--- src/hdl/rtt_pkg.sv ---
// shared types, constants and decode helpers of the repeating report task timer
package rtt_pkg;

   localparam int CODE_WIDTH    = 16;
   localparam int COUNT_WIDTH   = 16;
   localparam int ELAPSED_WIDTH = 40;
   localparam int INTERVAL_WIDTH = 30;
   localparam int POINTS_WIDTH  = 14;
   localparam int RANGE_WIDTH   = 5;

   localparam logic [CODE_WIDTH-1:0] TWO_DIGIT_LOW   = 16'd10;
   localparam logic [CODE_WIDTH-1:0] TWO_DIGIT_HIGH  = 16'd99;
   localparam logic [CODE_WIDTH-1:0] FOUR_DIGIT_LOW  = 16'd1000;
   localparam logic [CODE_WIDTH-1:0] FOUR_DIGIT_HIGH = 16'd2999;
   localparam logic [CODE_WIDTH-1:0] THOUSAND_TWO    = 16'd2000;
   localparam logic [POINTS_WIDTH-1:0] BASE_POINTS   = 14'd4096;
   localparam logic [31:0] RECIP_TEN = 32'd52429;
   localparam int RECIP_SHIFT = 19;
   localparam logic [INTERVAL_WIDTH-1:0] MINUTE_US = 30'd60000000;

   typedef enum logic [2:0] {
      OP_SCHEDULE = 3'd0,
      OP_SLEEP    = 3'd1,
      OP_WORK     = 3'd2,
      OP_ATTEMPT  = 3'd3,
      OP_CLEAR    = 3'd4
   } op_type;

   typedef enum logic [2:0] {
      KIND_NOP       = 3'd0,
      KIND_SCHED_OK  = 3'd1,
      KIND_SCHED_BAD = 3'd2,
      KIND_SLEEP     = 3'd3,
      KIND_WORK      = 3'd4,
      KIND_ATTEMPT   = 3'd5,
      KIND_CLEAR     = 3'd6
   } kind_type;

   typedef struct packed {
      kind_type                    kind;
      logic                        elapsed_nz;
      logic [ELAPSED_WIDTH-1:0]    elapsed;
      logic [INTERVAL_WIDTH-1:0]   interval;
      logic [COUNT_WIDTH-1:0]      count;
      logic                        opt_present;
      logic [POINTS_WIDTH-1:0]     points;
      logic [RANGE_WIDTH-1:0]      range_g;
      logic                        spectrum;
   } cmd_type;

   typedef struct packed {
      logic                        accepted;
      logic                        active;
      logic                        due;
      logic [COUNT_WIDTH-1:0]      remaining;
      logic                        opt_present;
      logic [POINTS_WIDTH-1:0]     points;
      logic [RANGE_WIDTH-1:0]      range_g;
      logic                        spectrum_req;
   } status_type;

   function automatic logic [INTERVAL_WIDTH-1:0] minutes_to_us(input logic [3:0] minutes);
      logic [INTERVAL_WIDTH-1:0] us;
      case (minutes)
         4'd1:    us = MINUTE_US;
         4'd2:    us = 30'd120000000;
         4'd3:    us = 30'd180000000;
         4'd4:    us = 30'd240000000;
         4'd5:    us = 30'd300000000;
         4'd6:    us = 30'd360000000;
         4'd7:    us = 30'd420000000;
         4'd8:    us = 30'd480000000;
         4'd9:    us = 30'd540000000;
         default: us = '0;
      endcase
      return us;
   endfunction

endpackage

--- src/hdl/rtt_front.sv ---
// front end: classifies each event and decodes schedule action codes
module rtt_front import rtt_pkg::*; #(
   parameter int TAG_WIDTH = 32
) (
   input  logic [2:0]               opcode,
   input  logic [TAG_WIDTH-1:0]     task_tag,
   input  logic [CODE_WIDTH-1:0]    action_code,
   input  logic [COUNT_WIDTH-1:0]   repeat_count,
   input  logic [ELAPSED_WIDTH-1:0] elapsed_us,
   output cmd_type                  cmd
);

   logic [31:0]            prod;
   logic [12:0]            q10;
   logic [CODE_WIDTH-1:0]  q10_times_ten;
   logic [CODE_WIDTH-1:0]  rem;
   logic [3:0]             minutes;
   logic [CODE_WIDTH-1:0]  rng;
   logic                   two_digit;
   logic                   four_digit;
   logic                   thousand_two;
   logic                   rng_ok;
   logic                   spec;
   logic                   sched_ok;

   // divide by ten through the reciprocal, exact over the decoded code ranges
   assign prod          = 32'(action_code) * RECIP_TEN;
   assign q10           = prod[31:RECIP_SHIFT];
   assign q10_times_ten = {q10[12:0], 3'b000} + {2'b00, q10[12:0], 1'b0};
   assign rem           = action_code - q10_times_ten;
   assign minutes       = rem[3:0];

   assign two_digit    = (action_code >= TWO_DIGIT_LOW) && (action_code <= TWO_DIGIT_HIGH);
   assign four_digit   = (action_code >= FOUR_DIGIT_LOW) && (action_code <= FOUR_DIGIT_HIGH);
   assign thousand_two = action_code >= THOUSAND_TWO;
   assign rng          = {3'b000, q10} - (thousand_two ? 16'd200 : 16'd100);

   always_comb begin
      rng_ok = rng inside {16'd2, 16'd4, 16'd8, 16'd16};
   end

   assign spec     = four_digit && (minutes == 4'd0);
   assign sched_ok = (task_tag != '0) && (repeat_count != '0) &&
                     ((two_digit && (minutes != 4'd0)) || (four_digit && rng_ok));

   always_comb begin
      cmd.elapsed_nz  = elapsed_us != '0;
      cmd.elapsed     = elapsed_us;
      cmd.interval    = minutes_to_us(minutes);
      cmd.count       = spec ? 16'd1 : repeat_count;
      cmd.opt_present = four_digit;
      cmd.points      = four_digit ? (thousand_two ? 14'(BASE_POINTS << 1) : BASE_POINTS) : '0;
      cmd.range_g     = four_digit ? rng[RANGE_WIDTH-1:0] : '0;
      cmd.spectrum    = spec;
      case (opcode)
         OP_SCHEDULE: cmd.kind = sched_ok ? KIND_SCHED_OK : KIND_SCHED_BAD;
         OP_SLEEP:    cmd.kind = KIND_SLEEP;
         OP_WORK:     cmd.kind = KIND_WORK;
         OP_ATTEMPT:  cmd.kind = KIND_ATTEMPT;
         OP_CLEAR:    cmd.kind = KIND_CLEAR;
         default:     cmd.kind = KIND_NOP;
      endcase
   end

endmodule

--- src/hdl/rtt_fifo.sv ---
// short register queue between front end and back end
module rtt_fifo #(
   parameter int WIDTH = 8,
   parameter int DEPTH = 2
) (
   input  logic             clock,
   input  logic             reset,
   input  logic             push_valid,
   output logic             push_ready,
   input  logic [WIDTH-1:0] push_data,
   output logic             pop_valid,
   input  logic             pop_ready,
   output logic [WIDTH-1:0] pop_data
);

   localparam int PTR_W = (DEPTH > 1) ? $clog2(DEPTH) : 1;
   localparam int CNT_W = $clog2(DEPTH + 1);

   logic [WIDTH-1:0] mem_ff [DEPTH];
   logic [PTR_W-1:0] wr_ptr_ff, wr_ptr_in;
   logic [PTR_W-1:0] rd_ptr_ff, rd_ptr_in;
   logic [CNT_W-1:0] count_ff, count_in;
   logic             push;
   logic             pop;

   assign push_ready = count_ff != CNT_W'(DEPTH);
   assign pop_valid  = count_ff != '0;
   assign pop_data   = mem_ff[rd_ptr_ff];
   assign push       = push_valid && push_ready;
   assign pop        = pop_valid && pop_ready;

   always_comb begin
      wr_ptr_in = wr_ptr_ff;
      rd_ptr_in = rd_ptr_ff;
      count_in  = count_ff;
      if (push) begin
         wr_ptr_in = (wr_ptr_ff == PTR_W'(DEPTH - 1)) ? '0 : wr_ptr_ff + 1'b1;
      end
      if (pop) begin
         rd_ptr_in = (rd_ptr_ff == PTR_W'(DEPTH - 1)) ? '0 : rd_ptr_ff + 1'b1;
      end
      if (push && !pop) begin
         count_in = count_ff + 1'b1;
      end else if (pop && !push) begin
         count_in = count_ff - 1'b1;
      end
   end

   always_ff @(posedge clock) begin
      if (reset) begin
         wr_ptr_ff <= '0;
         rd_ptr_ff <= '0;
         count_ff  <= '0;
      end else begin
         wr_ptr_ff <= wr_ptr_in;
         rd_ptr_ff <= rd_ptr_in;
         count_ff  <= count_in;
      end
   end

   always_ff @(posedge clock) begin
      if (push) begin
         mem_ff[wr_ptr_ff] <= push_data;
      end
   end

endmodule

--- src/hdl/rtt_back.sv ---
// back end: task state, time left bookkeeping and the registered result
module rtt_back import rtt_pkg::*; #(
   parameter int TAG_WIDTH  = 32,
   parameter int TIME_WIDTH = 48
) (
   input  logic                  clock,
   input  logic                  reset,
   input  logic                  cmd_valid,
   output logic                  cmd_ready,
   input  cmd_type               cmd,
   input  logic [TAG_WIDTH-1:0]  cmd_tag,
   output logic                  out_valid,
   input  logic                  out_ready,
   output status_type            out_status,
   output logic [TIME_WIDTH-1:0] out_time_left,
   output logic [TAG_WIDTH-1:0]  out_tag
);

   localparam logic [TIME_WIDTH-1:0] TIME_MAX = {1'b0, {(TIME_WIDTH-1){1'b1}}};
   localparam logic [TIME_WIDTH-1:0] TIME_MIN = {1'b1, {(TIME_WIDTH-1){1'b0}}};
   localparam int SUM_W = ((TIME_WIDTH > ELAPSED_WIDTH) ? TIME_WIDTH : ELAPSED_WIDTH + 1) + 1;

   logic                      active_ff, active_in;
   logic [TAG_WIDTH-1:0]      tag_ff, tag_in;
   logic [INTERVAL_WIDTH-1:0] interval_ff, interval_in;
   logic [TIME_WIDTH-1:0]     left_ff, left_in;
   logic [COUNT_WIDTH-1:0]    count_ff, count_in;
   logic                      opt_ff, opt_in;
   logic [POINTS_WIDTH-1:0]   points_ff, points_in;
   logic [RANGE_WIDTH-1:0]    range_ff, range_in;
   logic                      spec_ff, spec_in;
   logic                      skip_ff, skip_in;

   logic                      out_valid_ff, out_valid_in;
   status_type                status_ff, status_in;
   logic [TIME_WIDTH-1:0]     time_ff, time_in;
   logic [TAG_WIDTH-1:0]      out_tag_ff, out_tag_in;

   logic                      take;
   logic                      accepted;
   logic                      charging;
   logic [SUM_W-1:0]          left_x;
   logic [SUM_W-1:0]          operand;
   logic [SUM_W-1:0]          sum;
   logic                      sum_fits;
   logic [TIME_WIDTH-1:0]     left_sat;
   logic [COUNT_WIDTH-1:0]    count_dec;

   assign cmd_ready = !out_valid_ff || out_ready;
   assign take      = cmd_valid && cmd_ready;

   // one adder serves both the charge and the reload, saturating on overflow
   assign charging = cmd.kind != KIND_ATTEMPT;
   assign left_x   = {{(SUM_W-TIME_WIDTH){left_ff[TIME_WIDTH-1]}}, left_ff};
   assign operand  = charging ? (~SUM_W'(cmd.elapsed) + 1'b1) : SUM_W'(interval_ff);
   assign sum      = left_x + operand;
   assign sum_fits = (sum[SUM_W-1:TIME_WIDTH-1] == '0) || (sum[SUM_W-1:TIME_WIDTH-1] == '1);
   assign left_sat = sum_fits ? sum[TIME_WIDTH-1:0] : (sum[SUM_W-1] ? TIME_MIN : TIME_MAX);
   assign count_dec = (count_ff == '0) ? '0 : count_ff - 1'b1;

   always_comb begin
      active_in   = active_ff;
      tag_in      = tag_ff;
      interval_in = interval_ff;
      left_in     = left_ff;
      count_in    = count_ff;
      opt_in      = opt_ff;
      points_in   = points_ff;
      range_in    = range_ff;
      spec_in     = spec_ff;
      skip_in     = skip_ff;
      accepted    = 1'b0;
      if (take) begin
         case (cmd.kind)
            KIND_SCHED_OK: begin
               accepted    = 1'b1;
               active_in   = 1'b1;
               tag_in      = cmd_tag;
               interval_in = cmd.interval;
               left_in     = TIME_WIDTH'(cmd.interval);
               count_in    = cmd.count;
               opt_in      = cmd.opt_present;
               points_in   = cmd.points;
               range_in    = cmd.range_g;
               spec_in     = cmd.spectrum;
               skip_in     = 1'b1;
            end
            KIND_SLEEP: begin
               skip_in = 1'b0;
               if (active_ff && cmd.elapsed_nz) begin
                  left_in = left_sat;
               end
            end
            KIND_WORK: begin
               if (active_ff && cmd.elapsed_nz) begin
                  if (skip_ff) begin
                     skip_in = 1'b0;
                  end else begin
                     left_in = left_sat;
                  end
               end
            end
            KIND_ATTEMPT: begin
               if (active_ff && (cmd_tag == tag_ff)) begin
                  accepted = 1'b1;
                  if (count_dec == '0) begin
                     active_in   = 1'b0;
                     tag_in      = '0;
                     interval_in = '0;
                     left_in     = '0;
                     count_in    = '0;
                     opt_in      = 1'b0;
                     points_in   = '0;
                     range_in    = '0;
                     spec_in     = 1'b0;
                     skip_in     = 1'b0;
                  end else begin
                     count_in = count_dec;
                     left_in  = left_sat;
                  end
               end
            end
            KIND_CLEAR: begin
               active_in   = 1'b0;
               tag_in      = '0;
               interval_in = '0;
               left_in     = '0;
               count_in    = '0;
               opt_in      = 1'b0;
               points_in   = '0;
               range_in    = '0;
               spec_in     = 1'b0;
               skip_in     = 1'b0;
            end
            default: begin
            end
         endcase
      end
   end

   always_comb begin
      out_valid_in = out_valid_ff;
      status_in    = status_ff;
      time_in      = time_ff;
      out_tag_in   = out_tag_ff;
      if (take) begin
         out_valid_in           = 1'b1;
         status_in.accepted     = accepted;
         status_in.active       = active_in;
         status_in.due          = active_in && (count_in != '0) &&
                                  (left_in[TIME_WIDTH-1] || (left_in == '0));
         status_in.remaining    = count_in;
         status_in.opt_present  = opt_in;
         status_in.points       = points_in;
         status_in.range_g      = range_in;
         status_in.spectrum_req = spec_in;
         time_in                = active_in ? left_in : TIME_MAX;
         out_tag_in             = tag_in;
      end else if (out_ready) begin
         out_valid_in = 1'b0;
      end
   end

   always_ff @(posedge clock) begin
      if (reset) begin
         active_ff    <= 1'b0;
         tag_ff       <= '0;
         interval_ff  <= '0;
         left_ff      <= '0;
         count_ff     <= '0;
         opt_ff       <= 1'b0;
         points_ff    <= '0;
         range_ff     <= '0;
         spec_ff      <= 1'b0;
         skip_ff      <= 1'b0;
         out_valid_ff <= 1'b0;
      end else begin
         active_ff    <= active_in;
         tag_ff       <= tag_in;
         interval_ff  <= interval_in;
         left_ff      <= left_in;
         count_ff     <= count_in;
         opt_ff       <= opt_in;
         points_ff    <= points_in;
         range_ff     <= range_in;
         spec_ff      <= spec_in;
         skip_ff      <= skip_in;
         out_valid_ff <= out_valid_in;
      end
   end

   always_ff @(posedge clock) begin
      status_ff  <= status_in;
      time_ff    <= time_in;
      out_tag_ff <= out_tag_in;
   end

   assign out_valid     = out_valid_ff;
   assign out_status    = status_ff;
   assign out_time_left = time_ff;
   assign out_tag       = out_tag_ff;

endmodule

--- src/hdl/repeating_report_task_timer_top.sv ---
// top level of the repeating report task timer
//
//   channel   direction  handshake            payload
//   req_      in         req_tvalid/tready    tuser opcode, tdata event fields
//   rsp_      out        rsp_tvalid/tready    tdata task status after the event
//
// one event per cycle sustained while rsp_tready stays high
// the front end decodes in the accept cycle, a two-entry queue feeds the back end,
// and the back end updates the task state and registers the result in the same cycle
// synchronous active-high reset returns the task to inactive and empties the queue
// a stalled result stops the back end only; the queue keeps taking events until full
module repeating_report_task_timer_top import rtt_pkg::*; #(
   parameter int TAG_WIDTH  = 32,
   parameter int TIME_WIDTH = 48,
   localparam int REQ_RAW_W  = TAG_WIDTH + CODE_WIDTH + COUNT_WIDTH + ELAPSED_WIDTH,
   localparam int REQ_DATA_W = ((REQ_RAW_W + 7) / 8) * 8,
   localparam int RSP_RAW_W  = 3 + TIME_WIDTH + TAG_WIDTH + COUNT_WIDTH + 1 +
                               POINTS_WIDTH + RANGE_WIDTH + 1,
   localparam int RSP_DATA_W = ((RSP_RAW_W + 7) / 8) * 8
) (
   input  logic                   clock,
   input  logic                   reset,
   input  logic                   req_tvalid,
   output logic                   req_tready,
   // opcode
   input  logic [2:0]             req_tuser,
   // task_tag, action_code, repeat_count, elapsed_us, zero pad
   input  logic [REQ_DATA_W-1:0]  req_tdata,
   output logic                   rsp_tvalid,
   input  logic                   rsp_tready,
   // accepted, active, due, time_left_us, current_tag, remaining, opt_present,
   // points, range_g, spectrum_req, zero pad
   output logic [RSP_DATA_W-1:0]  rsp_tdata
);

   localparam int QUEUE_W    = $bits(cmd_type) + TAG_WIDTH;
   localparam int QUEUE_DEPTH = 2;
   localparam logic [TIME_WIDTH-1:0] TIME_MAX = {1'b0, {(TIME_WIDTH-1){1'b1}}};

   logic [TAG_WIDTH-1:0]     in_tag;
   logic [CODE_WIDTH-1:0]    in_code;
   logic [COUNT_WIDTH-1:0]   in_count;
   logic [ELAPSED_WIDTH-1:0] in_elapsed;
   cmd_type                  front_cmd;
   logic [QUEUE_W-1:0]       q_out;
   logic                     q_valid;
   logic                     q_ready;
   cmd_type                  back_cmd;
   logic [TAG_WIDTH-1:0]     back_tag;
   status_type               status;
   logic [TIME_WIDTH-1:0]    time_left;
   logic [TAG_WIDTH-1:0]     cur_tag;

   assign in_tag     = req_tdata[TAG_WIDTH-1:0];
   assign in_code    = req_tdata[TAG_WIDTH +: CODE_WIDTH];
   assign in_count   = req_tdata[TAG_WIDTH+CODE_WIDTH +: COUNT_WIDTH];
   assign in_elapsed = req_tdata[TAG_WIDTH+CODE_WIDTH+COUNT_WIDTH +: ELAPSED_WIDTH];

   rtt_front #(
      .TAG_WIDTH (TAG_WIDTH)
   ) u_front (
      .opcode       (req_tuser),
      .task_tag     (in_tag),
      .action_code  (in_code),
      .repeat_count (in_count),
      .elapsed_us   (in_elapsed),
      .cmd          (front_cmd)
   );

   rtt_fifo #(
      .WIDTH (QUEUE_W),
      .DEPTH (QUEUE_DEPTH)
   ) u_queue (
      .clock      (clock),
      .reset      (reset),
      .push_valid (req_tvalid),
      .push_ready (req_tready),
      .push_data  ({front_cmd, in_tag}),
      .pop_valid  (q_valid),
      .pop_ready  (q_ready),
      .pop_data   (q_out)
   );

   assign back_cmd = q_out[QUEUE_W-1:TAG_WIDTH];
   assign back_tag = q_out[TAG_WIDTH-1:0];

   rtt_back #(
      .TAG_WIDTH  (TAG_WIDTH),
      .TIME_WIDTH (TIME_WIDTH)
   ) u_back (
      .clock         (clock),
      .reset         (reset),
      .cmd_valid     (q_valid),
      .cmd_ready     (q_ready),
      .cmd           (back_cmd),
      .cmd_tag       (back_tag),
      .out_valid     (rsp_tvalid),
      .out_ready     (rsp_tready),
      .out_status    (status),
      .out_time_left (time_left),
      .out_tag       (cur_tag)
   );

   assign rsp_tdata = RSP_DATA_W'({status.spectrum_req, status.range_g, status.points,
                                   status.opt_present, status.remaining, cur_tag, time_left,
                                   status.due, status.active, status.accepted});

`ifndef SYNTHESIS
   a_due_needs_active: assert property (@(posedge clock) disable iff (reset)
      rsp_tvalid && status.due |-> status.active)
      else $error("due reported without an active task");

   a_idle_shows_max: assert property (@(posedge clock) disable iff (reset)
      rsp_tvalid && !status.active |-> (time_left == TIME_MAX) && (cur_tag == '0) &&
      (status.remaining == '0))
      else $error("inactive task reports stale time, tag or count");

   a_options_fields: assert property (@(posedge clock) disable iff (reset)
      rsp_tvalid && !status.opt_present |-> (status.points == '0) && (status.range_g == '0))
      else $error("capture options present without a four-digit code");

   a_queue_feeds_back: assert property (@(posedge clock) disable iff (reset)
      q_valid && q_ready |=> rsp_tvalid)
      else $error("queued event produced no result");
`endif

endmodule
--- config.mk ---
export PLATFORM = sky130hd
export DESIGN_NAME = repeating_report_task_timer_top
export DESIGN_NICKNAME = d
export VERILOG_FILES = /design/src/hdl/rtt_pkg.sv /design/src/hdl/rtt_front.sv /design/src/hdl/rtt_fifo.sv /design/src/hdl/rtt_back.sv /design/src/hdl/repeating_report_task_timer_top.sv
export SDC_FILE = /design/constraint.sdc
export NUM_CORES = 1
export LEC_CHECK = 0
export ABC_CLOCK_PERIOD_IN_PS = 11100
export BUFFER_PORTS_ARGS = -buffer_cell sky130_fd_sc_hd__buf_4
export CAP_MARGIN = 20
export CORE_ASPECT_RATIO = 1.2
export CORE_MARGIN = 2
export CORE_UTILIZATION = 45
export DETAILED_ROUTE_END_ITERATION = 8
export PLACE_DENSITY = 0.63
export SLEW_MARGIN = 20
export SYNTH_ARGS = -nofsm -noshare
export SYNTH_HDL_FRONTEND = slang
export SYNTH_SLANG_ARGS = --single-unit
--- constraint.sdc ---
create_clock -name clock -period 11.1 [get_ports clock]
set_input_delay 0 -clock clock [delete_from_list [all_inputs] [get_ports clock]]
set_output_delay 0 -clock clock [all_outputs]
set_load 0.01 [all_outputs]
* Yosys cells after proc, flatten, opt, wreduce, memory -nomap -nowiden
Memories as Yosys holds them, arrays and structs flattened. A register that Yosys moved wholly into a read port is not among the register bits.
Index checks and enable logic that the tools add are counted.
** Word-level totals
- Register bits :: 274
- Memory bits (writable) :: 286
- ROM bits :: 336
- Output and inout port bits :: 122
- Word-level logic and storage cells :: 170
- Memories :: 2
** Cells by class
- $add $sub $neg :: 10
- $mul :: 1
- Magnitude comparators :: 5
- Equal/unequal tests :: 20
- Muxes and demuxes :: 65
- Bitwise gates (word level) :: 1
- Reductions and logical operators :: 42
** Memory list
- (name not given) :: depth 16, width 21, rd ports 1, clocked after memory_dff 0, wr ports 0, RTL line rtt_pkg.sv:64 : case (minutes)
- u_queue.mem_ff :: depth 2, width 143, rd ports 1, clocked after memory_dff 1, wr ports 1, RTL line rtt_fifo.sv:19 : logic [WIDTH-1:0] mem_ff [DEPTH];
** Operators by type and width (count)
- $mux 48 :: 8
- $pmux 48 s5 :: 1
- $mux 32 :: 3
- $pmux 32 s3 :: 1
- $pmux 30 s3 :: 1
- $mux 16 :: 5
- $mux 14 :: 5
- $mux 30 :: 2
- $add 49x1->49 const B :: 1
- $add 49x49->49 :: 1
- $mux 49 :: 1
- $not 40->49 :: 1
- $logic_not 48->1 :: 1
- $pmux 16 s3 :: 1
- $pmux 14 s3 :: 1
- $reduce_bool 40->1 :: 1
- $eq 32x32->1 :: 1
- $logic_not 16->1 :: 2
- $mul 16x16->32 const B :: 1
- $reduce_bool 16->1 :: 2
- $reduce_bool 32->1 :: 1
- $mux 1 :: 21
- $mux 5 :: 4
- $eq 16x2->1 const B :: 1
- other kinds (41) :: 77

* Longest topological paths before layout
Gate-level depths: netlist of run 1.
- Depth in word-level cells :: 14
- Mapped depth :: 37

* By module
Synthesis of run 1 repeated with hierarchy kept, for this count alone.
** Second synthesis, totals
- Cell total of the unflattened synthesis :: 2958
- Area, all modules :: 33036.7 µm²
** Modules (own cells, without submodules)
- rtt_back :: instances 1, cells each 1686, area each 15337.2 µm²
- rtt_fifo :: instances 1, cells each 469, area each 10820.4 µm²
- rtt_front :: instances 1, cells each 803, area each 6879.1 µm²

* Worst setup path before layout of run 1
OpenSTA, ideal clock, no wires.
- Path kind :: register to register
- Start :: reg with a tool-made name
- End :: reg u_back.status_ff, in the netlist u_back.out_status[37], data pin
- Setup time :: 0.132 ns
- Arrival :: 7.854 ns
- Slack :: 3.114 ns
- Cell stages (with the launch flop) :: 37
- Path buffers :: 13
- Period minus slack after synthesis :: 7.986 ns
- Path through :: dfxtp_1 buf_6 buf_6 buf_6 buf_2 buf_2 buf_2 buf_2 buf_1 buf_2 buf_2 buf_1 mux2i_1 ha_1 o221ai_2 nor3_4 nand3_1 nor3_1 xor2_1 nor2_1 a21oi_1 a21oi_1 ha_1 clkbuf_1 nand4_1 or3_1 nor3_1 a21o_1 a221oi_1 and2_1 clkbuf_1 o21ai_2 nor2_1 a2111oi_1 nand4_1 nor4_1 a41o_1
** RTL lines
- to (signal assigned) :: RTL line rtt_back.sv:193 : status_ff <= status_in;
- to (decl) :: RTL line rtt_back.sv:35 : status_type status_ff, status_in;

==> flow_metrics.tcl, run 1 <==
set metrics [dict create \
    start_util_pct 45.2 \
    cts_setup_buffers 0 \
    yosysWarningCount 0 \
    worst_pin_slew_ps 1120 \
    crit_family "compound AO/OA/AOI/OAI gates" \
    hold_class "in -> reg" \
    synth_edf_count 354 \
    synth-async-reset-ratio_pct 0 \
    final.fill_count 5670 \
    dr_wl_met2_um 41000 \
    top_layer "met5" \
    power.leakage_uw 0.0137 \
    ios 233 \
    htreeDepth 2 \
    synth_top_area_share_pct 36.6 \
    synth_area_leaders "edfxtp_1 (37%), dfxtp_1 (9.7%), ha_1 (9.6%)" \
    pwr-share-seq_pct 28.9 \
    min_period_over_period_pct 74.1 \
    setup_violations 0 \
    design_area_um2 34200 \
    areaGrowthSynthToFinish_pct 17.7 \
    hpwl_um 62800 \
    end_kind "flip-flop" \
    drc_errors 0 \
    switching_share_pct 44.2 \
    die_w_um 236 \
    core_um2 64200 \
    fin_setup_tns_ps 0 \
    whs_endpoint "u_queue.mem_ff[0][130]" \
    ys.flop_type "edfxtp_1" \
    path_class "reg -> reg" \
    final_layout_size_suffix_gt1_share_pct 12.3 \
    cp.arrival_ps 8690 \
    routed_via_density 5.62 \
    cts_buffer_depth 3 \
    rows 102 \
    grt_max_degree 91 \
    ys_seq_elements 495 \
    skew_ps 30.6 \
    final_util_pct 53.2 \
    nNetsFinal 3428 \
    irDropWorstVdd_uv 448 \
    maxSlewViolCount 0 \
    wl_met1_um 35600 \
    powerDensity_nw_per_um2 312 \
    routed_wirelength_um 83900 \
    fin_crit_ps 8220 \
    gp_congestion 0.971 \
    holdCritStartpoint "req_tdata[95]" \
    critPathBufInv 1 \
    max_clock_freq_mhz 122 \
    vias 21800 \
    slowest_stage "a221oi_1" \
    wl_per_cell_um 21.6 \
    track_usage_pct 24.8 \
    first_global_vias 21800 \
    cts_buffers 48 \
    timing.rr.end "u_back.out_status[37]" \
    final_cells 3885 \
    drt_iter0_drc 1509 \
    io_buffers 232 \
    max-cap-violations 0 \
    yosysTopAreaCell "edfxtp_1" \
    grt_antenna_before_repair 4 \
    ys_seq_area_share_pct 46.4 \
    grt_overflow 0 \
    placedInstanceArea_um2 31600 \
    switchingPower_uw 4710 \
    syn_nets 3122 \
    maxSlewHeadroom_pct 24.8 \
    startpoint_type "flip-flop" \
    dieArea_um2 66500 \
    path_max_fanout 58 \
    clkPwrFrac_pct 15.7 \
    cp.required_ps 11570 \
    die_h_um 282 \
    max_stage_delay_ps 820 \
    p_comb_share_pct 55.5 \
    dp_cells 3699 \
    rsz0062_at_grt "false" \
    grt_pass1_wl_um 128000 \
    cts.reportedPaths.clkPinSlew_ps 70 \
    antenna_left 0 \
    cts_tree "done" \
    dr.pass1.iters 5 \
    met3_length_um 4050 \
    power.internal_uw 5950 \
    cts_root_buf "clkbuf_16" \
    syn_avg_cell_area_um2 10.7 \
    reg2reg_slack_ps 2880 \
    clock_latency_ps 610 \
    synth_cells 2706 \
    outcome "complete, no violations" \
    clock_sinks 495 \
    min_path_cells 2 \
    ys_types 95 \
    synth_area_um2 29000 \
    finalHoldViolations 0 \
    worstRegToRegCells 27 \
]
stage by stage:
stage	total power, uW	hold WS [ps]	setup slack, ps
finish	10700	143	2880
global route	11400	132	2200
CTS	10700	106	2940
detailed placement	8960	199	3000
global placement	8850	196	3070
floorplan	7300	98.9	3110
worst register-to-register path, cell delays in order, from the launching register on:
cell and delay, ps:
dfxtp_4 810, mux2i_1 410, o221ai_1 260, nor2_1 230, nand3b_1 160, nand2b_1 240
nand2b_1 300, nor3_2 370, nand3_1 270, and3b_1 320, nand2_1 90, nor2_1 440
a21oi_1 130, ha_1 390, a21oi_1 180, o21ai_0 130, a221oi_1 300, o21ai_0 150
a21o_1 190, a31oi_1 400, xor2_2 290, o21ai_1 110, buf_4 250, a221oi_1 820
o21a_1 220, nand4b_1 100, nor4_1 310, a41o_1 220
Yosys cell counts (all sizes together) (24+ instances only):
library cell,instances
clkbuf,66
nand4,34
xnor2,94
nand2,214
fa,82
nor2,245
buf,24
dfxtp,141
ha,223
nand3,28
inv,203
a21o,25
nor3,52
nor4,55
edfxtp,354
mux2i,103
nor2b,91
o21ai,152
a21oi,147
xor2,56
a221oi,31
flip-flops by register name, summed over array words and instances, names as in the netlist, 2 cells and up, named ones only:
register and flops:
u_back.points_ff 14, u_back.range_ff 5, u_back.out_status 40, u_back.out_tag 32
u_back.out_time_left 48, u_back.tag_ff 32, u_queue.count_ff 2, u_back.interval_ff 16
u_back.left_ff 48, u_queue.mem_ff 234, u_back.count_ff 16
routing by layer:
metal | vias to the layer above | global-route usage [%]
li1 | 10300 | -
met1 | 10700 | 31.8
met2 | 667 | 42.9
met3 | 159 | 3.22
met4 | 6 | 9.46
met5 | - | 0
power groups by stage:
stage	Combinational [uW]	Clock, uW	Sequential (uW)
6_report	5910	1670	3080
5_1_grt	6540	1770	3080
4_1_cts	5900	1700	3090
3_5_place_dp	5830	0	3120
3_3_place_gp	5730	0	3120
2_1_floorplan	4140	0	3160
what timing repair did:
| item | CTS | global route |
|---|---|---|
| endpoints found under the hold margin | 237 | 0 |
| hold buffers | 95 | 0 |
| resized for setup | 0 | 0 |
area by class of cell:
class,count,area (um2),area share (%)
inverter,203,764,2.24
clock buffer,62,1330,3.88
timing repair buffer,346,2840,8.31
clock inverter,28,294,0.861
multi-input combinational,1918,14400,42.2
antenna,1,2.50,0.00733
sequential,495,13500,39.4
tap,832,1040,3.05
worst max-delay path by stage:
stage               from               endpoint  slack [ps]  cells past startpoint
6_report       flip-flop  u_back.out_status[37]        2880                     27
5_1_grt        flip-flop  u_back.out_status[37]        2200                     27
4_1_cts        flip-flop  u_back.out_status[37]        2940                     24
3_5_place_dp   flip-flop  u_back.out_status[37]        3000                     24
3_3_place_gp   flip-flop  u_back.out_status[37]        3070                     24
2_1_floorplan  flip-flop  u_back.out_status[37]        3110                     36
placed cells by master, fill, tap and decap left out, types with 33 or more instances in the layout:
cell,instances
dlygate4sd3_1,95
xnor2_1,92
edfxtp_1,354
clkbuf_16,49
inv_1,202
nor2_1,242
dfxtp_1,140
nand2_1,212
nor4_1,51
buf_4,250
fa_1,82
nand4_1,33
nor3_1,47
mux2i_1,103
a21oi_1,145
xor2_1,55
nor2b_1,91
ha_1,223
o21ai_0,146
kinds of logic after synthesis:
logic type | after synthesis | synth area share (%)
multiplexers | 112 | 3.92
buffers and inverters | 293 | 4.08
flip-flops | 495 | 46.4
adder cells (fa/ha/maj) | 312 | 15.5
AND/OR/NAND/NOR | 840 | 14.4
XOR/XNOR | 150 | 4.62
AO/OA/AOI/OAI | 504 | 11.1
No activity file was read; power rests on OpenSTA's default activity.
==> inputs of run 2 (changes only) <==
ABC_CLOCK_PERIOD_IN_PS = 6920   (was 11100)
PLACE_DENSITY = 0.65   (was 0.63)
clock period = 6.92 ns   (was 11.1 ns; I/O delays follow)
==> flow_metrics.tcl, run 2 (same netlist as run 1, synthesis figures left out) <==
set metrics [dict create \
    outcome "complete, no violations" \
    largest_reg_flops 234 \
    cp.required_ps 7250 \
    pwr-share-seq_pct 27.1 \
    first_global_vias 22400 \
    rsz0062_at_grt "true" \
    htreeDepth 2 \
    rows 102 \
    switching_share_pct 43.2 \
    cts.reportedPaths.clkPinSlew_ps 60 \
    dp_slack_ps -214 \
    worst_pin_slew_ps 1260 \
    drc_errors 0 \
    clock_sinks 495 \
    path_max_fanout 3 \
    skew_ps 51.2 \
    powerDensity_nw_per_um2 516 \
    gp_congestion 0.968 \
    irDropWorstVdd_uv 836 \
    track_usage_pct 25.6 \
    slowest_stage "fa_1" \
    fin_ws_ps 361 \
    cp_common_cell "inv_1" \
    cp.arrival_ps 6880 \
    io_buffers 232 \
    final.fill_count 5548 \
    largest_register "u_queue.mem_ff" \
    areaGrowthSynthToFinish_pct 21.5 \
    wl_per_cell_um 21.7 \
    cts_buffers 51 \
    start_util_pct 45.2 \
    clock_latency_ps 630 \
    grt_max_degree 118 \
    final_util_pct 54.9 \
    maxSlewViolCount 0 \
    drt_iter0_drc 1737 \
    switchingPower_uw 7860 \
    finalHoldViolations 0 \
    p_comb_share_pct 57.6 \
    vias 22200 \
    core_um2 64200 \
    fin_crit_ps 6560 \
    routed_wirelength_um 86600 \
    dr.pass1.iters 5 \
    setup_violations 0 \
    grt_antenna_before_repair 6 \
    clkPwrFrac_pct 15.3 \
    cts_tree "done" \
    die_h_um 282 \
    antenna_left 0 \
    maxSlewHeadroom_pct 15.1 \
    hpwl_um 66700 \
    dieArea_um2 66500 \
    ios 233 \
    min_period_over_period_pct 94.8 \
    end_kind "flip-flop" \
    power.leakage_uw 0.0143 \
    grt_overflow 0 \
    nNetsFinal 3542 \
    max_clock_freq_mhz 152 \
    routed_via_density 5.55 \
    path_class "in -> reg" \
    grt_pass1_wl_um 131000 \
    max_stage_delay_ps 540 \
    power.internal_uw 10300 \
    cts_buffer_depth 3 \
    layout_common_cells "buf_4 (354), edfxtp_1 (354), nor2_1 (240)" \
    die_w_um 236 \
    max-cap-violations 0 \
    final_layout_size_suffix_gt1_share_pct 16.0 \
    cts_root_buf "clkbuf_16" \
    startpoint_type "input port" \
    hold_class "in -> reg" \
]
==> run 2: cell count changes in the layout (fill, tap and decap cells not counted), sizes merged <==
cell      previous run  this run
clkinvlp             0         5
clkbuf              62        65
buf                251       362
bufinv               3         4
clkinv              21        18
==> run 2: repair_timing <==
item	CTS	global route
hold buffers	95	0
hold endpoints to repair	241	0
gates resized for setup	0	15
endpoints found under the setup margin	0	13
buffers inserted	0	2
==> run 2: worst paths after layout <==
kind,from,endpoint,slack (ps),cells past startpoint
hold / removal,req_tdata[3],u_queue.mem_ff[1][3],120,2
setup reg to reg,flip-flop,u_back.out_status[37],570,26
hold reg to reg,u_back.skip_ff,u_back.skip_ff,480,2
setup / recovery,req_tdata[42],u_queue.mem_ff[1][141],360,29
==> run 2: power groups by stage <==
| stage | Combinational [uW] | Sequential (uW) | Clock, uW |
|---|---|---|---|
| floorplan | 6670 | 5080 | 0 |
| global placement | 10100 | 4970 | 0 |
| detailed placement | 10300 | 4990 | 0 |
| CTS | 10400 | 4930 | 2840 |
| global route | 11500 | 4980 | 2950 |
| finish | 10500 | 4930 | 2790 |
==> run 2: metal layers <==
metal / part of all wire (%) / up-vias / track usage, %
met5: 0.051 / - / 0
met4: 5.0 / 6 / 12.0
met3: 4.0 / 198 / 2.63
met2: 49 / 635 / 44.9
met1: 42 / 10800 / 31.8
li1: - / 10500 / -
==> run 2: area by class of cell <==
class | instances | area (um2) | area share (%)
antenna | 1 | 2.50 | 0.00710
timing repair buffer | 457 | 3770 | 10.7
clock inverter | 31 | 368 | 1.04
inverter | 203 | 764 | 2.17
clock buffer | 65 | 1360 | 3.85
sequential | 495 | 13500 | 38.2
tap | 832 | 1040 | 2.95
multi-input combinational | 1918 | 14500 | 41.1
==> run 2: critical path, delay by kind of cell <==
kind,cells,cell delay [ps]
AO/OA/AOI/OAI,10,2630
XOR/XNOR,1,140
adder cells (fa/ha/maj),8,3200
buffers and inverters,7,490
AND/OR/NAND/NOR,3,420
==> run 2: through the flow <==
stage | hold WS [ps] | instance area (um2) | power, uW | std cells | TNS, ps
after CTS | 79.9 | 35200 | 18200 | 3999 | 0
after global routing | 101 | 35300 | 19500 | 4002 | -60.5
after floorplan | 98.9 | 29100 | 11700 | 2706 | 0
after detailed placement | 198 | 32500 | 15300 | 3808 | -794
after global placement | 195 | 32500 | 15100 | 3808 | -174
final | 118 | 35300 | 18200 | 4002 | 0
==> inputs of run 3 (changes only) <==
CTS_BUF_LIST = sky130_fd_sc_hd__clkbuf_4 sky130_fd_sc_hd__clkbuf_8   (was not set)
REMOVE_ABC_BUFFERS = 1   (was not set)
==> flow_metrics.tcl, run 3 (same netlist as run 1, synthesis figures left out) <==
set metrics [dict create \
    layout_common_cells "buf_4 (410), edfxtp_1 (354), nor2_1 (243)" \
    drt_iter0_drc 1497 \
    rows 102 \
    fin_crit_ps 6630 \
    cts_tree "done" \
    maxSlewViolCount 0 \
    htreeDepth 3 \
    whs_ps 63.3 \
    track_usage_pct 26.3 \
    hold_class "in -> reg" \
    routed_wirelength_um 88500 \
    max_stage_delay_ps 580 \
    end_kind "flip-flop" \
    dr.pass1.iters 5 \
    cts.reportedPaths.clkPinSlew_ps 60 \
    max-cap-violations 0 \
    final_layout_size_suffix_gt1_share_pct 18.8 \
    largest_register "u_queue.mem_ff" \
    cts_root_buf "clkbuf_8" \
    die_h_um 282 \
    cts_buffer_depth 3 \
    antenna_left 0 \
    outcome "complete, no violations" \
    cp.arrival_ps 7140 \
    clock_sinks 495 \
    powerDensity_nw_per_um2 502 \
    vias 22500 \
    grt_pass1_wl_um 134000 \
    die_w_um 236 \
    switching_share_pct 43.3 \
    pwr-share-seq_pct 27.4 \
    slowest_stage "dlygate4sd3_1" \
    setup_violations 0 \
    clock_latency_ps 680 \
    clkPwrFrac_pct 14.6 \
    finalHoldViolations 0 \
    routed_via_density 5.48 \
    dieArea_um2 66500 \
    irDropWorstVdd_uv 912 \
    ios 233 \
    power.internal_uw 10100 \
    switchingPower_uw 7740 \
    wl_per_cell_um 21.5 \
    gp_congestion 0.948 \
    final_common_cell "buf_4" \
    largest_reg_flops 234 \
    core_um2 64200 \
    nNetsFinal 3625 \
    grt_overflow 0 \
    path_class "in -> reg" \
    grt_max_degree 99 \
    min_period_over_period_pct 95.8 \
    fin_setup_tns_ps 0 \
    first_global_vias 23300 \
    p_comb_share_pct 58.0 \
    max_clock_freq_mhz 151 \
    start_util_pct 45.2 \
    maxSlewHeadroom_pct 29.3 \
    power.leakage_uw 0.0146 \
    hpwl_um 67500 \
    cp.required_ps 7430 \
    drc_errors 0 \
    grt_antenna_before_repair 2 \
    startpoint_type "input port" \
    skew_ps 54.1 \
    worst_pin_slew_ps 1050 \
    areaGrowthSynthToFinish_pct 22.7 \
    path_max_fanout 6 \
    cts_buffers 79 \
    io_buffers 232 \
]
-- run 3: path summary, 6_finish.rpt --
| path | to | depth (start not counted) | slack [ps] | start |
|---|---|---|---|---|
| max | u_queue.mem_ff[0][140] | 30 | 290 | req_tdata[35] |
| min | u_queue.mem_ff[1][105] | 2 | 60 | req_tdata[70] |
| max reg2reg | u_back.out_status[37] | 22 | 450 | flip-flop |
| min reg2reg | u_back.interval_ff[23] | 2 | 490 | u_back.interval_ff[23] |
-- run 3: what timing repair did --
item,in CTS,in global routing
hold endpoints to repair,243,0
resized for setup,0,17
endpoints found under the setup margin,0,5
setup buffers,0,4
hold buffers,97,0
-- run 3: per-layer routing --
metal	wire (um)	vias up	global-route usage [%]	share of wire, %
met5	0	-	0	0
met4	4640	0	13.9	5.2
li1	-	10700	-	-
met3	3120	184	3.02	3.5
met2	45500	592	48.2	51
met1	35200	11000	30.2	40
-- run 3: worst max-delay path: cells and delay by family --
family	cells	cell delay (ps)
XOR/XNOR	1	140
adder cells (fa/ha/maj)	8	3470
AND/OR/NAND/NOR	6	880
AO/OA/AOI/OAI	7	1500
buffers and inverters	8	1170
-- run 3: metrics by stage --
step	total power, uW	setup WS, ps	utilization (%)	cell area, um2	instances
2_1_floorplan	11700	-5090	-	28600	2616
3_3_place_gp	14800	10.5	51.1	32800	3859
3_5_place_dp	15100	-137	51.1	32800	3859
4_1_cts	17800	154	55.3	35500	4104
5_1_grt	19300	-45.5	55.5	35600	4110
6_report	17900	288	55.5	35600	4110
-- run 3: area by class of cell --
| class | instances | area [um2] |
|---|---|---|
| inverters | 203 | 764 |
| clock buffers | 119 | 1470 |
| clock inverters | 29 | 214 |
| repair buffers | 512 | 4150 |
| diodes | 2 | 5.00 |
| flip-flops and latches | 495 | 13500 |
| well taps | 832 | 1040 |
| fillers | 5606 | 28600 |
| multi-input cells | 1918 | 14500 |
-- run 3: power by group through the flow --
stage                     clock, uW  sequential (uW)  combinational (uW)
after global placement            0             4960                9850
after detailed placement          0             4980               10100
after floorplan                   0             5200                6460
after global routing           2790             4950               11600
final                          2600             4910               10400
after CTS                      2670             4920               10200
